File: config.mk
export PLATFORM = sky130hd
export DESIGN_NAME = sha256_stream_hasher
export DESIGN_NICKNAME = d
export VERILOG_FILES = /design/src/rtl/shs_pkg.sv /design/src/rtl/shs_ram.sv /design/src/rtl/shs_round_unit.sv /design/src/rtl/sha256_stream_hasher.sv
export VERILOG_INCLUDE_DIRS = /design/src /design/src/rtl
export SDC_FILE = /design/constraint.sdc
export NUM_CORES = 2
export LEC_CHECK = 0
export CORE_MARGIN = 2
export CORE_UTILIZATION = 35
export DETAILED_ROUTE_END_ITERATION = 8
export DONT_BUFFER_PORTS = 1
export PLACE_DENSITY = 0.59
export SETUP_SLACK_MARGIN = 0.3
export SKIP_CTS_REPAIR_TIMING = 1
export SLEW_MARGIN = 20
export SYNTH_ARGS = -nofsm -noshare
export SYNTH_HDL_FRONTEND = slang
export SYNTH_SLANG_ARGS = --single-unit
export TNS_END_PERCENT = 10
File: constraint.sdc
create_clock -name aclk -period 72.6 [get_ports aclk]
set_input_delay 7.26 -clock aclk [delete_from_list [all_inputs] [get_ports aclk]]
set_output_delay 7.26 -clock aclk [all_outputs]
set_load 0.005 [all_outputs]
File: src/rtl/assert_macros.svh
// Assertion macros shared by the SHA-256 hasher RTL.
`ifndef ASSERT_MACROS_SVH
`define ASSERT_MACROS_SVH

// Flag a condition that must never be true outside reset.
`define SHS_ASSERT_NEVER(name, clk, rstn, cond, msg) \
    name: assert property (@(posedge clk) disable iff (!rstn) !(cond)) else $error(msg);

// Check that an antecedent implies a consequent in the same cycle.
`define SHS_ASSERT_IMPL(name, clk, rstn, ante, cons, msg) \
    name: assert property (@(posedge clk) disable iff (!rstn) (ante) |-> (cons)) else $error(msg);

`endif

File: src/rtl/shs_pkg.sv
// Types, constants and round functions shared by the SHA-256 hasher.
`default_nettype none

package shs_pkg;

    localparam int BLOCK_WORDS  = 16;
    localparam int BLOCK_BYTES  = 64;
    localparam int ROUNDS       = 64;
    localparam int DIGEST_WORDS = 8;
    localparam int WORD_W       = 32;
    localparam int FILL_W       = $clog2(BLOCK_BYTES);
    localparam int WADDR_W      = $clog2(BLOCK_WORDS);
    localparam int ROUND_W      = $clog2(ROUNDS);
    localparam int WIDX_W       = $clog2(DIGEST_WORDS);
    localparam int COUNT_W      = 61;

    localparam logic [7:0]        PAD_BYTE   = 8'h80;
    localparam logic [FILL_W-1:0] LEN_OFFSET = FILL_W'(56);

    typedef logic [WORD_W-1:0] word_t;
    typedef logic [DIGEST_WORDS-1:0][WORD_W-1:0] chain_t;

    // Requests from the byte sequencer to the compression unit
    typedef struct packed {
        logic start;
        logic reinit;
    } shs_ctrl_t;

    // Status back from the compression unit
    typedef struct packed {
        logic busy;
        logic done;
    } shs_stat_t;

    localparam word_t H_INIT [0:DIGEST_WORDS-1] = '{
        32'h6a09e667, 32'hbb67ae85, 32'h3c6ef372, 32'ha54ff53a,
        32'h510e527f, 32'h9b05688c, 32'h1f83d9ab, 32'h5be0cd19
    };

    localparam word_t ROUND_K [0:ROUNDS-1] = '{
        32'h428a2f98, 32'h71374491, 32'hb5c0fbcf, 32'he9b5dba5,
        32'h3956c25b, 32'h59f111f1, 32'h923f82a4, 32'hab1c5ed5,
        32'hd807aa98, 32'h12835b01, 32'h243185be, 32'h550c7dc3,
        32'h72be5d74, 32'h80deb1fe, 32'h9bdc06a7, 32'hc19bf174,
        32'he49b69c1, 32'hefbe4786, 32'h0fc19dc6, 32'h240ca1cc,
        32'h2de92c6f, 32'h4a7484aa, 32'h5cb0a9dc, 32'h76f988da,
        32'h983e5152, 32'ha831c66d, 32'hb00327c8, 32'hbf597fc7,
        32'hc6e00bf3, 32'hd5a79147, 32'h06ca6351, 32'h14292967,
        32'h27b70a85, 32'h2e1b2138, 32'h4d2c6dfc, 32'h53380d13,
        32'h650a7354, 32'h766a0abb, 32'h81c2c92e, 32'h92722c85,
        32'ha2bfe8a1, 32'ha81a664b, 32'hc24b8b70, 32'hc76c51a3,
        32'hd192e819, 32'hd6990624, 32'hf40e3585, 32'h106aa070,
        32'h19a4c116, 32'h1e376c08, 32'h2748774c, 32'h34b0bcb5,
        32'h391c0cb3, 32'h4ed8aa4a, 32'h5b9cca4f, 32'h682e6ff3,
        32'h748f82ee, 32'h78a5636f, 32'h84c87814, 32'h8cc70208,
        32'h90befffa, 32'ha4506ceb, 32'hbef9a3f7, 32'hc67178f2
    };

    function automatic word_t ror(input word_t x, input int unsigned n);
        return (x >> n) | (x << (WORD_W - n));
    endfunction

    function automatic word_t big_sigma0(input word_t x);
        return ror(x, 2) ^ ror(x, 13) ^ ror(x, 22);
    endfunction

    function automatic word_t big_sigma1(input word_t x);
        return ror(x, 6) ^ ror(x, 11) ^ ror(x, 25);
    endfunction

    function automatic word_t small_sigma0(input word_t x);
        return ror(x, 7) ^ ror(x, 18) ^ (x >> 3);
    endfunction

    function automatic word_t small_sigma1(input word_t x);
        return ror(x, 17) ^ ror(x, 19) ^ (x >> 10);
    endfunction

endpackage

`default_nettype wire

File: src/rtl/shs_ram.sv
// Generic single-write, single-read RAM with registered read data.
`default_nettype none

module shs_ram #(
    parameter int WIDTH = 32,
    parameter int DEPTH = 16
) (
    input  wire logic                     aclk,
    input  wire logic                     we,
    input  wire logic [$clog2(DEPTH)-1:0] waddr,
    input  wire logic [WIDTH-1:0]         wdata,
    input  wire logic [$clog2(DEPTH)-1:0] raddr,
    output logic      [WIDTH-1:0]         rdata
);

    logic [WIDTH-1:0] mem [DEPTH];

    // Write port and registered read port
    always_ff @(posedge aclk) begin
        if (we) begin
            mem[waddr] <= wdata;
        end
        rdata <= mem[raddr];
    end

endmodule

`default_nettype wire

File: src/rtl/shs_round_unit.sv
// SHA-256 compression unit: one round per cycle, chaining words and schedule window.
`default_nettype none
`include "assert_macros.svh"

module shs_round_unit (
    input  wire logic                          aclk,
    input  wire logic                          aresetn,
    input  wire shs_pkg::shs_ctrl_t            ctrl_i,
    output shs_pkg::shs_stat_t                 stat_o,
    output logic [shs_pkg::WADDR_W-1:0]        raddr_o,
    input  wire shs_pkg::word_t                rdata_i,
    output shs_pkg::chain_t                    chain_o
);
    import shs_pkg::*;

    typedef enum logic [4:0] {
        U_IDLE  = 5'b00001,
        U_LOAD0 = 5'b00010,
        U_LOAD1 = 5'b00100,
        U_ROUND = 5'b01000,
        U_FINAL = 5'b10000
    } unit_state_t;

    unit_state_t                       state_reg, state_next;
    logic [ROUND_W-1:0]                round_reg, round_next;
    chain_t                            chain_reg, chain_next;
    chain_t                            vars_reg, vars_next;
    logic [BLOCK_WORDS-1:0][WORD_W-1:0] win_reg, win_next;
    word_t                             wt_reg, wt_next;
    word_t                             t1, t2, ch, mj, w_ext;

    // Round arithmetic on the working variables a..h
    always_comb begin
        ch    = (vars_reg[4] & vars_reg[5]) ^ (~vars_reg[4] & vars_reg[6]);
        mj    = (vars_reg[0] & vars_reg[1]) ^ (vars_reg[0] & vars_reg[2]) ^
                (vars_reg[1] & vars_reg[2]);
        t1    = vars_reg[7] + big_sigma1(vars_reg[4]) + ch + ROUND_K[round_reg] + wt_reg;
        t2    = big_sigma0(vars_reg[0]) + mj;
        w_ext = small_sigma1(win_reg[15]) + win_reg[10] + small_sigma0(win_reg[2]) +
                win_reg[1];
    end

    // Sequencer: load, 64 rounds, fold into the chaining words
    always_comb begin
        state_next = state_reg;
        round_next = round_reg;
        chain_next = chain_reg;
        vars_next  = vars_reg;
        win_next   = win_reg;
        wt_next    = wt_reg;
        raddr_o    = '0;
        unique case (state_reg)
            U_IDLE: begin
                if (ctrl_i.reinit) begin
                    for (int i = 0; i < DIGEST_WORDS; i++) begin
                        chain_next[i] = H_INIT[i];
                    end
                end
                if (ctrl_i.start) begin
                    state_next = U_LOAD0;
                end
            end
            U_LOAD0: begin
                vars_next  = chain_reg;
                state_next = U_LOAD1;
            end
            U_LOAD1: begin
                raddr_o    = WADDR_W'(1);
                wt_next    = rdata_i;
                state_next = U_ROUND;
            end
            U_ROUND: begin
                raddr_o = round_reg[WADDR_W-1:0] + WADDR_W'(2);
                // Prepare the schedule word for the next round
                wt_next = (round_reg < ROUND_W'(BLOCK_WORDS - 1)) ? rdata_i : w_ext;
                win_next = {wt_reg, win_reg[BLOCK_WORDS-1:1]};
                vars_next[7] = vars_reg[6];
                vars_next[6] = vars_reg[5];
                vars_next[5] = vars_reg[4];
                vars_next[4] = vars_reg[3] + t1;
                vars_next[3] = vars_reg[2];
                vars_next[2] = vars_reg[1];
                vars_next[1] = vars_reg[0];
                vars_next[0] = t1 + t2;
                round_next   = round_reg + ROUND_W'(1);
                if (round_reg == ROUND_W'(ROUNDS - 1)) begin
                    state_next = U_FINAL;
                end
            end
            U_FINAL: begin
                for (int i = 0; i < DIGEST_WORDS; i++) begin
                    chain_next[i] = chain_reg[i] + vars_reg[i];
                end
                state_next = U_IDLE;
            end
            default: begin
                state_next = U_IDLE;
            end
        endcase
    end

    // Control and chaining registers
    always_ff @(posedge aclk) begin
        if (!aresetn) begin
            state_reg <= U_IDLE;
            round_reg <= '0;
            for (int i = 0; i < DIGEST_WORDS; i++) begin
                chain_reg[i] <= H_INIT[i];
            end
        end else begin
            state_reg <= state_next;
            round_reg <= round_next;
            chain_reg <= chain_next;
        end
    end

    // Working variables and schedule window
    always_ff @(posedge aclk) begin
        vars_reg <= vars_next;
        win_reg  <= win_next;
        wt_reg   <= wt_next;
    end

    assign stat_o.busy = (state_reg != U_IDLE);
    assign stat_o.done = (state_reg == U_FINAL);
    assign chain_o     = chain_reg;

    `SHS_ASSERT_NEVER(a_round_outside, aclk, aresetn,
        (state_reg != U_ROUND) && (round_reg != '0), "round count left nonzero")
    `SHS_ASSERT_NEVER(a_start_busy, aclk, aresetn,
        ctrl_i.start && (state_reg != U_IDLE), "block start while compressing")

endmodule

`default_nettype wire

File: src/rtl/sha256_stream_hasher.sv
// A byte is taken whenever s_tready is high; the 64th byte of a block holds s_tready
// low while the one-round-per-cycle compression unit runs (2 load, 64 rounds, 1 fold).
// End of message: the pad bytes (9 to 72) go into the block buffer, each padded block
// is compressed in turn, then the eight digest words leave as eight m_ beats.
// Reset (aresetn low, synchronous) restores the initial hash words and clears the byte
// count, fill and sequencer; the block buffer RAM is not cleared.
`default_nettype none
`include "assert_macros.svh"

module sha256_stream_hasher (
    input  wire logic        aclk,
    input  wire logic        aresetn,
    input  wire logic        s_tvalid,
    output logic             s_tready,
    input  wire logic [7:0]  s_tdata,   // [7:0] data_byte
    input  wire logic        s_tuser,   // [0] byte_present
    input  wire logic        s_tlast,   // end_of_message
    output logic             m_tvalid,
    input  wire logic        m_tready,
    output logic [39:0]      m_tdata,   // [31:0] digest_word, [34:32] word_index, rest 0
    output logic             m_tlast    // last_word
);
    import shs_pkg::*;

    typedef enum logic [3:0] {
        ST_IDLE = 4'b0001,
        ST_PAD  = 4'b0010,
        ST_HASH = 4'b0100,
        ST_EMIT = 4'b1000
    } top_state_t;

    top_state_t           state_reg, state_next;
    logic [FILL_W-1:0]    fill_reg, fill_next;
    logic [23:0]          acc_reg, acc_next;
    logic [COUNT_W-1:0]   count_reg, count_next;
    logic                 pad_started_reg, pad_started_next;
    logic                 len_phase_reg, len_phase_next;
    logic                 eom_reg, eom_next;
    logic                 len_done_reg, len_done_next;
    logic [WIDX_W-1:0]    widx_reg, widx_next;

    logic                 s_accept, m_accept;
    logic                 put_en, block_full, len_sel;
    logic [7:0]           put_byte, pad_byte;
    logic [7:0][7:0]      len_bytes;
    shs_ctrl_t            ctrl;
    shs_stat_t            stat;
    logic [WADDR_W-1:0]   raddr;
    word_t                rdata;
    chain_t               chain;

    assign s_accept = s_tvalid && s_tready;
    assign m_accept = m_tvalid && m_tready;

    // Pick the next padding byte: marker, zero fill or big-endian bit length
    assign len_bytes = {count_reg, 3'b000};
    assign len_sel   = pad_started_reg && ((fill_reg == LEN_OFFSET) || len_phase_reg);
    always_comb begin
        if (!pad_started_reg) begin
            pad_byte = PAD_BYTE;
        end else if (len_sel) begin
            pad_byte = len_bytes[~fill_reg[2:0]];
        end else begin
            pad_byte = 8'h00;
        end
    end

    // Feed message or pad bytes into the block buffer
    always_comb begin
        put_en   = 1'b0;
        put_byte = s_tdata;
        if (state_reg == ST_IDLE) begin
            put_en = s_accept && s_tuser;
        end else if (state_reg == ST_PAD) begin
            put_en   = 1'b1;
            put_byte = pad_byte;
        end
    end
    assign block_full = put_en && (fill_reg == FILL_W'(BLOCK_BYTES - 1));

    // Sequencer for absorb, pad, compress and emit
    always_comb begin
        state_next       = state_reg;
        fill_next        = put_en ? fill_reg + FILL_W'(1) : fill_reg;
        acc_next         = put_en ? {acc_reg[15:0], put_byte} : acc_reg;
        count_next       = count_reg;
        pad_started_next = pad_started_reg;
        len_phase_next   = len_phase_reg;
        eom_next         = eom_reg;
        len_done_next    = len_done_reg;
        widx_next        = widx_reg;
        ctrl.start       = block_full;
        ctrl.reinit      = 1'b0;
        unique case (state_reg)
            ST_IDLE: begin
                if (s_accept) begin
                    eom_next = s_tlast;
                    if (s_tuser) begin
                        count_next = count_reg + COUNT_W'(1);
                    end
                    if (block_full) begin
                        state_next = ST_HASH;
                    end else if (s_tlast) begin
                        state_next = ST_PAD;
                    end
                end
            end
            ST_PAD: begin
                pad_started_next = 1'b1;
                if (len_sel) begin
                    len_phase_next = 1'b1;
                    if (block_full) begin
                        len_done_next = 1'b1;
                    end
                end
                if (block_full) begin
                    state_next = ST_HASH;
                end
            end
            ST_HASH: begin
                if (stat.done) begin
                    if (len_done_reg) begin
                        state_next = ST_EMIT;
                    end else if (eom_reg) begin
                        state_next = ST_PAD;
                    end else begin
                        state_next = ST_IDLE;
                    end
                end
            end
            ST_EMIT: begin
                if (m_accept) begin
                    widx_next = widx_reg + WIDX_W'(1);
                    if (widx_reg == WIDX_W'(DIGEST_WORDS - 1)) begin
                        // Drop message state and restart the chain
                        ctrl.reinit      = 1'b1;
                        count_next       = '0;
                        pad_started_next = 1'b0;
                        len_phase_next   = 1'b0;
                        eom_next         = 1'b0;
                        len_done_next    = 1'b0;
                        state_next       = ST_IDLE;
                    end
                end
            end
            default: begin
                state_next = ST_IDLE;
            end
        endcase
    end

    // Control registers
    always_ff @(posedge aclk) begin
        if (!aresetn) begin
            state_reg       <= ST_IDLE;
            fill_reg        <= '0;
            count_reg       <= '0;
            pad_started_reg <= 1'b0;
            len_phase_reg   <= 1'b0;
            eom_reg         <= 1'b0;
            len_done_reg    <= 1'b0;
            widx_reg        <= '0;
        end else begin
            state_reg       <= state_next;
            fill_reg        <= fill_next;
            count_reg       <= count_next;
            pad_started_reg <= pad_started_next;
            len_phase_reg   <= len_phase_next;
            eom_reg         <= eom_next;
            len_done_reg    <= len_done_next;
            widx_reg        <= widx_next;
        end
    end

    // Partial word of the block buffer
    always_ff @(posedge aclk) begin
        acc_reg <= acc_next;
    end

    // Block buffer, one 32-bit big-endian word per four bytes
    shs_ram #(
        .WIDTH (WORD_W),
        .DEPTH (BLOCK_WORDS)
    ) u_block_ram (
        .aclk  (aclk),
        .we    (put_en && (fill_reg[1:0] == 2'b11)),
        .waddr (fill_reg[FILL_W-1:2]),
        .wdata ({acc_reg, put_byte}),
        .raddr (raddr),
        .rdata (rdata)
    );

    shs_round_unit u_round (
        .aclk    (aclk),
        .aresetn (aresetn),
        .ctrl_i  (ctrl),
        .stat_o  (stat),
        .raddr_o (raddr),
        .rdata_i (rdata),
        .chain_o (chain)
    );

    // Ports
    assign s_tready = (state_reg == ST_IDLE);
    assign m_tvalid = (state_reg == ST_EMIT);
    assign m_tdata  = {5'b00000, widx_reg, chain[widx_reg]};
    assign m_tlast  = (widx_reg == WIDX_W'(DIGEST_WORDS - 1));

    `SHS_ASSERT_NEVER(a_both_sides, aclk, aresetn,
        s_tready && m_tvalid, "input taken while digest is out")
    `SHS_ASSERT_IMPL(a_emit_empty, aclk, aresetn,
        m_tvalid, fill_reg == '0, "digest out with bytes left in buffer")
    `SHS_ASSERT_IMPL(a_busy_hash, aclk, aresetn,
        stat.busy, state_reg == ST_HASH, "compression outside hash state")

endmodule

`default_nettype wire

==> flow_results.xml <==
<?xml version="1.0" encoding="UTF-8"?>
<metrics>
  <group name="power_and_ir_drop">
    <metric name="seq_power_share" unit="%">52.9</metric>
    <metric name="pwr-share-clk" unit="%">46.4</metric>
    <metric name="power.net_switching" unit="mW">0.423</metric>
    <metric name="post-layout-total-power" unit="mW">1.98</metric>
    <metric name="share_comb_of_total_power" unit="%">0.7</metric>
    <metric name="switching_share" unit="%">21.3</metric>
    <metric name="leakagePower" unit="nW">34.3</metric>
    <metric name="pwr_density_cell" unit="nW/µm²">20.1</metric>
    <metric name="ir_drop_worst_case_vdd" unit="mV">0.0197</metric>
    <metric name="internal_power" unit="mW">1.56</metric>
  </group>
  <group name="setup_path">
    <metric name="timing.critical_path.required" unit="ns">73.15</metric>
    <metric name="critical_path.max_stage_delay" unit="ns">0.94</metric>
    <metric name="path_depth" unit="">37</metric>
    <metric name="worst_setup_path_start_kind" unit="">flop</metric>
    <metric name="path_common_cell" unit="">sky130_fd_sc_hd__fa_1</metric>
    <metric name="cp_top_family" unit="">compound AO/OA/AOI/OAI gates</metric>
    <metric name="worst-path-max-fanout" unit="">32</metric>
    <metric name="timing.critical_path.to_type" unit="">flop</metric>
    <metric name="reg2reg_slack" unit="ns">61.10</metric>
    <metric name="critPathArrivalTime" unit="ns">12.05</metric>
    <metric name="reg2reg_depth" unit="">37</metric>
    <metric name="worst-path-buf-inv" unit="">5</metric>
    <metric name="critical_path.slowest_cell" unit="">sky130_fd_sc_hd__a311oi_1</metric>
    <metric name="worstSetupPathType" unit="">reg -&gt; reg</metric>
  </group>
  <group name="timing">
    <metric name="fin_tns_setup" unit="ns">0</metric>
    <metric name="max_slew_margin" unit="%">18.0</metric>
    <metric name="fin_max_slew_vios" unit="">0</metric>
    <metric name="grt_setup_unrepaired" unit="">false</metric>
    <metric name="fmaxAchievable" unit="MHz">87.0</metric>
    <metric name="finalWorstSetupSlack" unit="ns">61.10</metric>
    <metric name="min_period_over_period" unit="%">15.8</metric>
    <metric name="finalHoldViolations" unit="">0</metric>
    <metric name="clock-skew-final" unit="ns">0.112</metric>
    <metric name="setup_viol_count_final" unit="">0</metric>
    <metric name="finalCriticalPeriod" unit="ns">11.50</metric>
    <metric name="timing_worst_slew_pin_value" unit="ns">1.21</metric>
  </group>
  <group name="global_routing">
    <metric name="grt_first_pass_wirelength" unit="µm">398000</metric>
    <metric name="grt_max_degree" unit="">208</metric>
    <metric name="gr-usage-all-layers" unit="%">20.6</metric>
    <metric name="antenna_found_initial" unit="">5</metric>
    <metric name="grt_overflow_total" unit="">0</metric>
    <metric name="grt_pass1_vias" unit="">59023</metric>
  </group>
  <group name="route">
    <metric name="avgRoutedWirePerCell" unit="µm">24.7</metric>
    <metric name="via_count" unit="">60826</metric>
    <metric name="finalWirelength" unit="µm">272000</metric>
    <metric name="firstDrtPassIters" unit="">6</metric>
    <metric name="final_antenna_net_count" unit="">0</metric>
    <metric name="detail_route.iter0.violations" unit="">6250</metric>
    <metric name="remaining_drc_errors" unit="">0</metric>
    <metric name="post_drt_via_cell_ratio" unit="">5.54</metric>
  </group>
  <group name="clock_tree">
    <metric name="worst_skew_pair.late_latency" unit="ns">0.91</metric>
    <metric name="cts.root.buffer_cell" unit="">sky130_fd_sc_hd__clkbuf_16</metric>
    <metric name="tritoncts" unit="">yes</metric>
    <metric name="clk_pin_slew" unit="ns">0.06</metric>
    <metric name="cts.sink_count" unit="">1681</metric>
    <metric name="number_of_buffers_inserted_during_clock_tree_synthesis" unit="">174</metric>
    <metric name="cts_buffer_depth" unit="">3</metric>
    <metric name="clock_tree.htree_level_count" unit="">4</metric>
  </group>
  <group name="synth">
    <metric name="syn_area" unit="µm²">89000</metric>
    <metric name="synth-simple-area-share" unit="%">10.4</metric>
    <metric name="ys_seq_elements" unit="">1681</metric>
    <metric name="post_synth_num_cell_types" unit="">100</metric>
    <metric name="share_of_synthesized_cell_area_in_full_adder_half_adder_and_majority_cells" unit="%">10.2</metric>
    <metric name="synth_warnings" unit="">0</metric>
    <metric name="synth-main-ff-cell" unit="">sky130_fd_sc_hd__edfxtp_1</metric>
    <metric name="muxShareOfSynthArea" unit="%">6.26</metric>
    <metric name="yosysSeqAreaShare" unit="%">52.5</metric>
    <metric name="synth_async_sr_flop_share" unit="%">0</metric>
    <metric name="post_synth_xor_area_fraction" unit="%">6.19</metric>
    <metric name="syn-mean-instance-area" unit="µm²">11.8</metric>
    <metric name="synthesis.instances" unit="">7554</metric>
    <metric name="synth-edff-count" unit="">1304</metric>
    <metric name="synth_compound_gate_area_share" unit="%">11.8</metric>
    <metric name="synth_top_family_by_area" unit="">compound AO/OA/AOI/OAI gates</metric>
  </group>
  <group name="floorplanning">
    <metric name="ios" unit="">57</metric>
    <metric name="die_width" unit="µm">508</metric>
    <metric name="die_area" unit="µm²">258000</metric>
    <metric name="start_util" unit="%">35.1</metric>
    <metric name="placement_rows" unit="">185</metric>
    <metric name="dieHeight" unit="µm">508</metric>
    <metric name="placeableCoreArea" unit="µm²">253000</metric>
  </group>
  <group name="place">
    <metric name="buffer_ports.inserted" unit="">0</metric>
    <metric name="finalWeightedCongestion" unit="">0.941</metric>
    <metric name="place_ws" unit="ns">61.35</metric>
    <metric name="dpl.hpwl" unit="µm">187000</metric>
  </group>
  <group name="hold_path">
    <metric name="holdPathStages" unit="">0</metric>
    <metric name="worstHoldPathType" unit="">reg -&gt; reg</metric>
  </group>
  <group name="cells_and_area">
    <metric name="syn2layout_area_growth" unit="%">11.0</metric>
    <metric name="mostFrequentLayoutCell" unit="">sky130_fd_sc_hd__edfxtp_1</metric>
    <metric name="largest_register_ffs" unit="">512</metric>
    <metric name="most-common-layout-cells" unit="">sky130_fd_sc_hd__edfxtp_1, sky130_fd_sc_hd__nand2_1, sky130_fd_sc_hd__xnor2_1</metric>
    <metric name="finish.net_count" unit="">8073</metric>
    <metric name="final_layout_size_suffix_gt1_share" unit="%">9.37</metric>
  </group>
  <group name="run">
    <metric name="maxCapViolations" unit="">0</metric>
  </group>
  <group name="run_status">
    <metric name="status" unit="">finished, final reports clean</metric>
  </group>
</metrics>
==> logic make-up after synthesis <==
| logic type | count (synthesis) |
|---|---|
| AND/OR/NAND/NOR | 2088 |
| flip-flops | 1681 |
| AO/OA/AOI/OAI | 1642 |
| XOR/XNOR | 629 |
| adder cells (fa/ha/maj) | 614 |
| buffers and inverters | 609 |
| multiplexers | 290 |
| other | 1 |
==> per-layer routing <==
| metal | share of wire, % | global-route usage (%) | vias to the layer above |
|---|---|---|---|
| met5 | 0.0092 | 0 | - |
| met4 | 3.5 | 7.03 | 4 |
| met3 | 6.5 | 3.16 | 426 |
| met2 | 46 | 33.0 | 2235 |
| met1 | 44 | 28.5 | 30663 |
| li1 | - | - | 27498 |
==> path summary, 6_finish.rpt <==
path | end | start
max | u_round.vars_reg[30] | u_round.round_reg[0]
max reg2reg | u_round.vars_reg[30] | u_round.round_reg[0]
min reg2reg | u_round.win_reg[142] | u_round.win_reg[174]
min | u_round.win_reg[142] | u_round.win_reg[174]
==> cell usage after synthesis (145+ instances only) <==
cell type                  count  area share, %
sky130_fd_sc_hd__inv_1       238            1.0
sky130_fd_sc_hd__a21o_1      145            1.2
sky130_fd_sc_hd__fa_1        195            4.4
sky130_fd_sc_hd__dfxtp_1     377            8.5
sky130_fd_sc_hd__nor2_1      349            1.5
sky130_fd_sc_hd__xnor2_1     438            4.3
sky130_fd_sc_hd__nand2_1    1130            4.8
sky130_fd_sc_hd__clkbuf_1    291            1.2
sky130_fd_sc_hd__mux4_2      207            5.2
sky130_fd_sc_hd__a21oi_1     407            2.3
sky130_fd_sc_hd__edfxtp_1   1304             44
sky130_fd_sc_hd__o21ai_0     377            2.1
sky130_fd_sc_hd__ha_1        396            5.6
sky130_fd_sc_hd__xor2_1      191            1.9
==> power by group through the flow <==
stage / Sequential (mW) / Clock, mW / Combinational [mW]
5_1_grt: 1.05 / 0.975 / 0.0160
6_report: 1.05 / 0.921 / 0.0147
3_3_place_gp: 1.07 / 0 / 0.0144
4_1_cts: 1.05 / 0.939 / 0.0148
2_1_floorplan: 1.06 / 0 / 0.0123
3_5_place_dp: 1.07 / 0 / 0.0147
==> area by class of cell <==
cell class,count,area [µm²]
diodes,3,7.51
clock inverters,94,1200
repair buffers,100,792
multi-input cells,5268,40200
well taps,3366,4210
clock buffers,233,4680
inverters,243,920
fillers,23958,155000
flip-flops and latches,1681,46700
==> through the flow <==
stage / utilization, % / instance area, µm² / std cells / hold WS [ns]
floorplan: - / 89000 / 7558 / 0.400
global placement: 36.6 / 92800 / 10658 / 0.400
detailed placement: 36.6 / 92800 / 10658 / 0.405
CTS: 38.9 / 98700 / 10985 / 0.411
global route: 38.9 / 98700 / 10986 / 0.403
finish: 38.9 / 98700 / 10988 / 0.405
(Power assumes the default switching activity.)
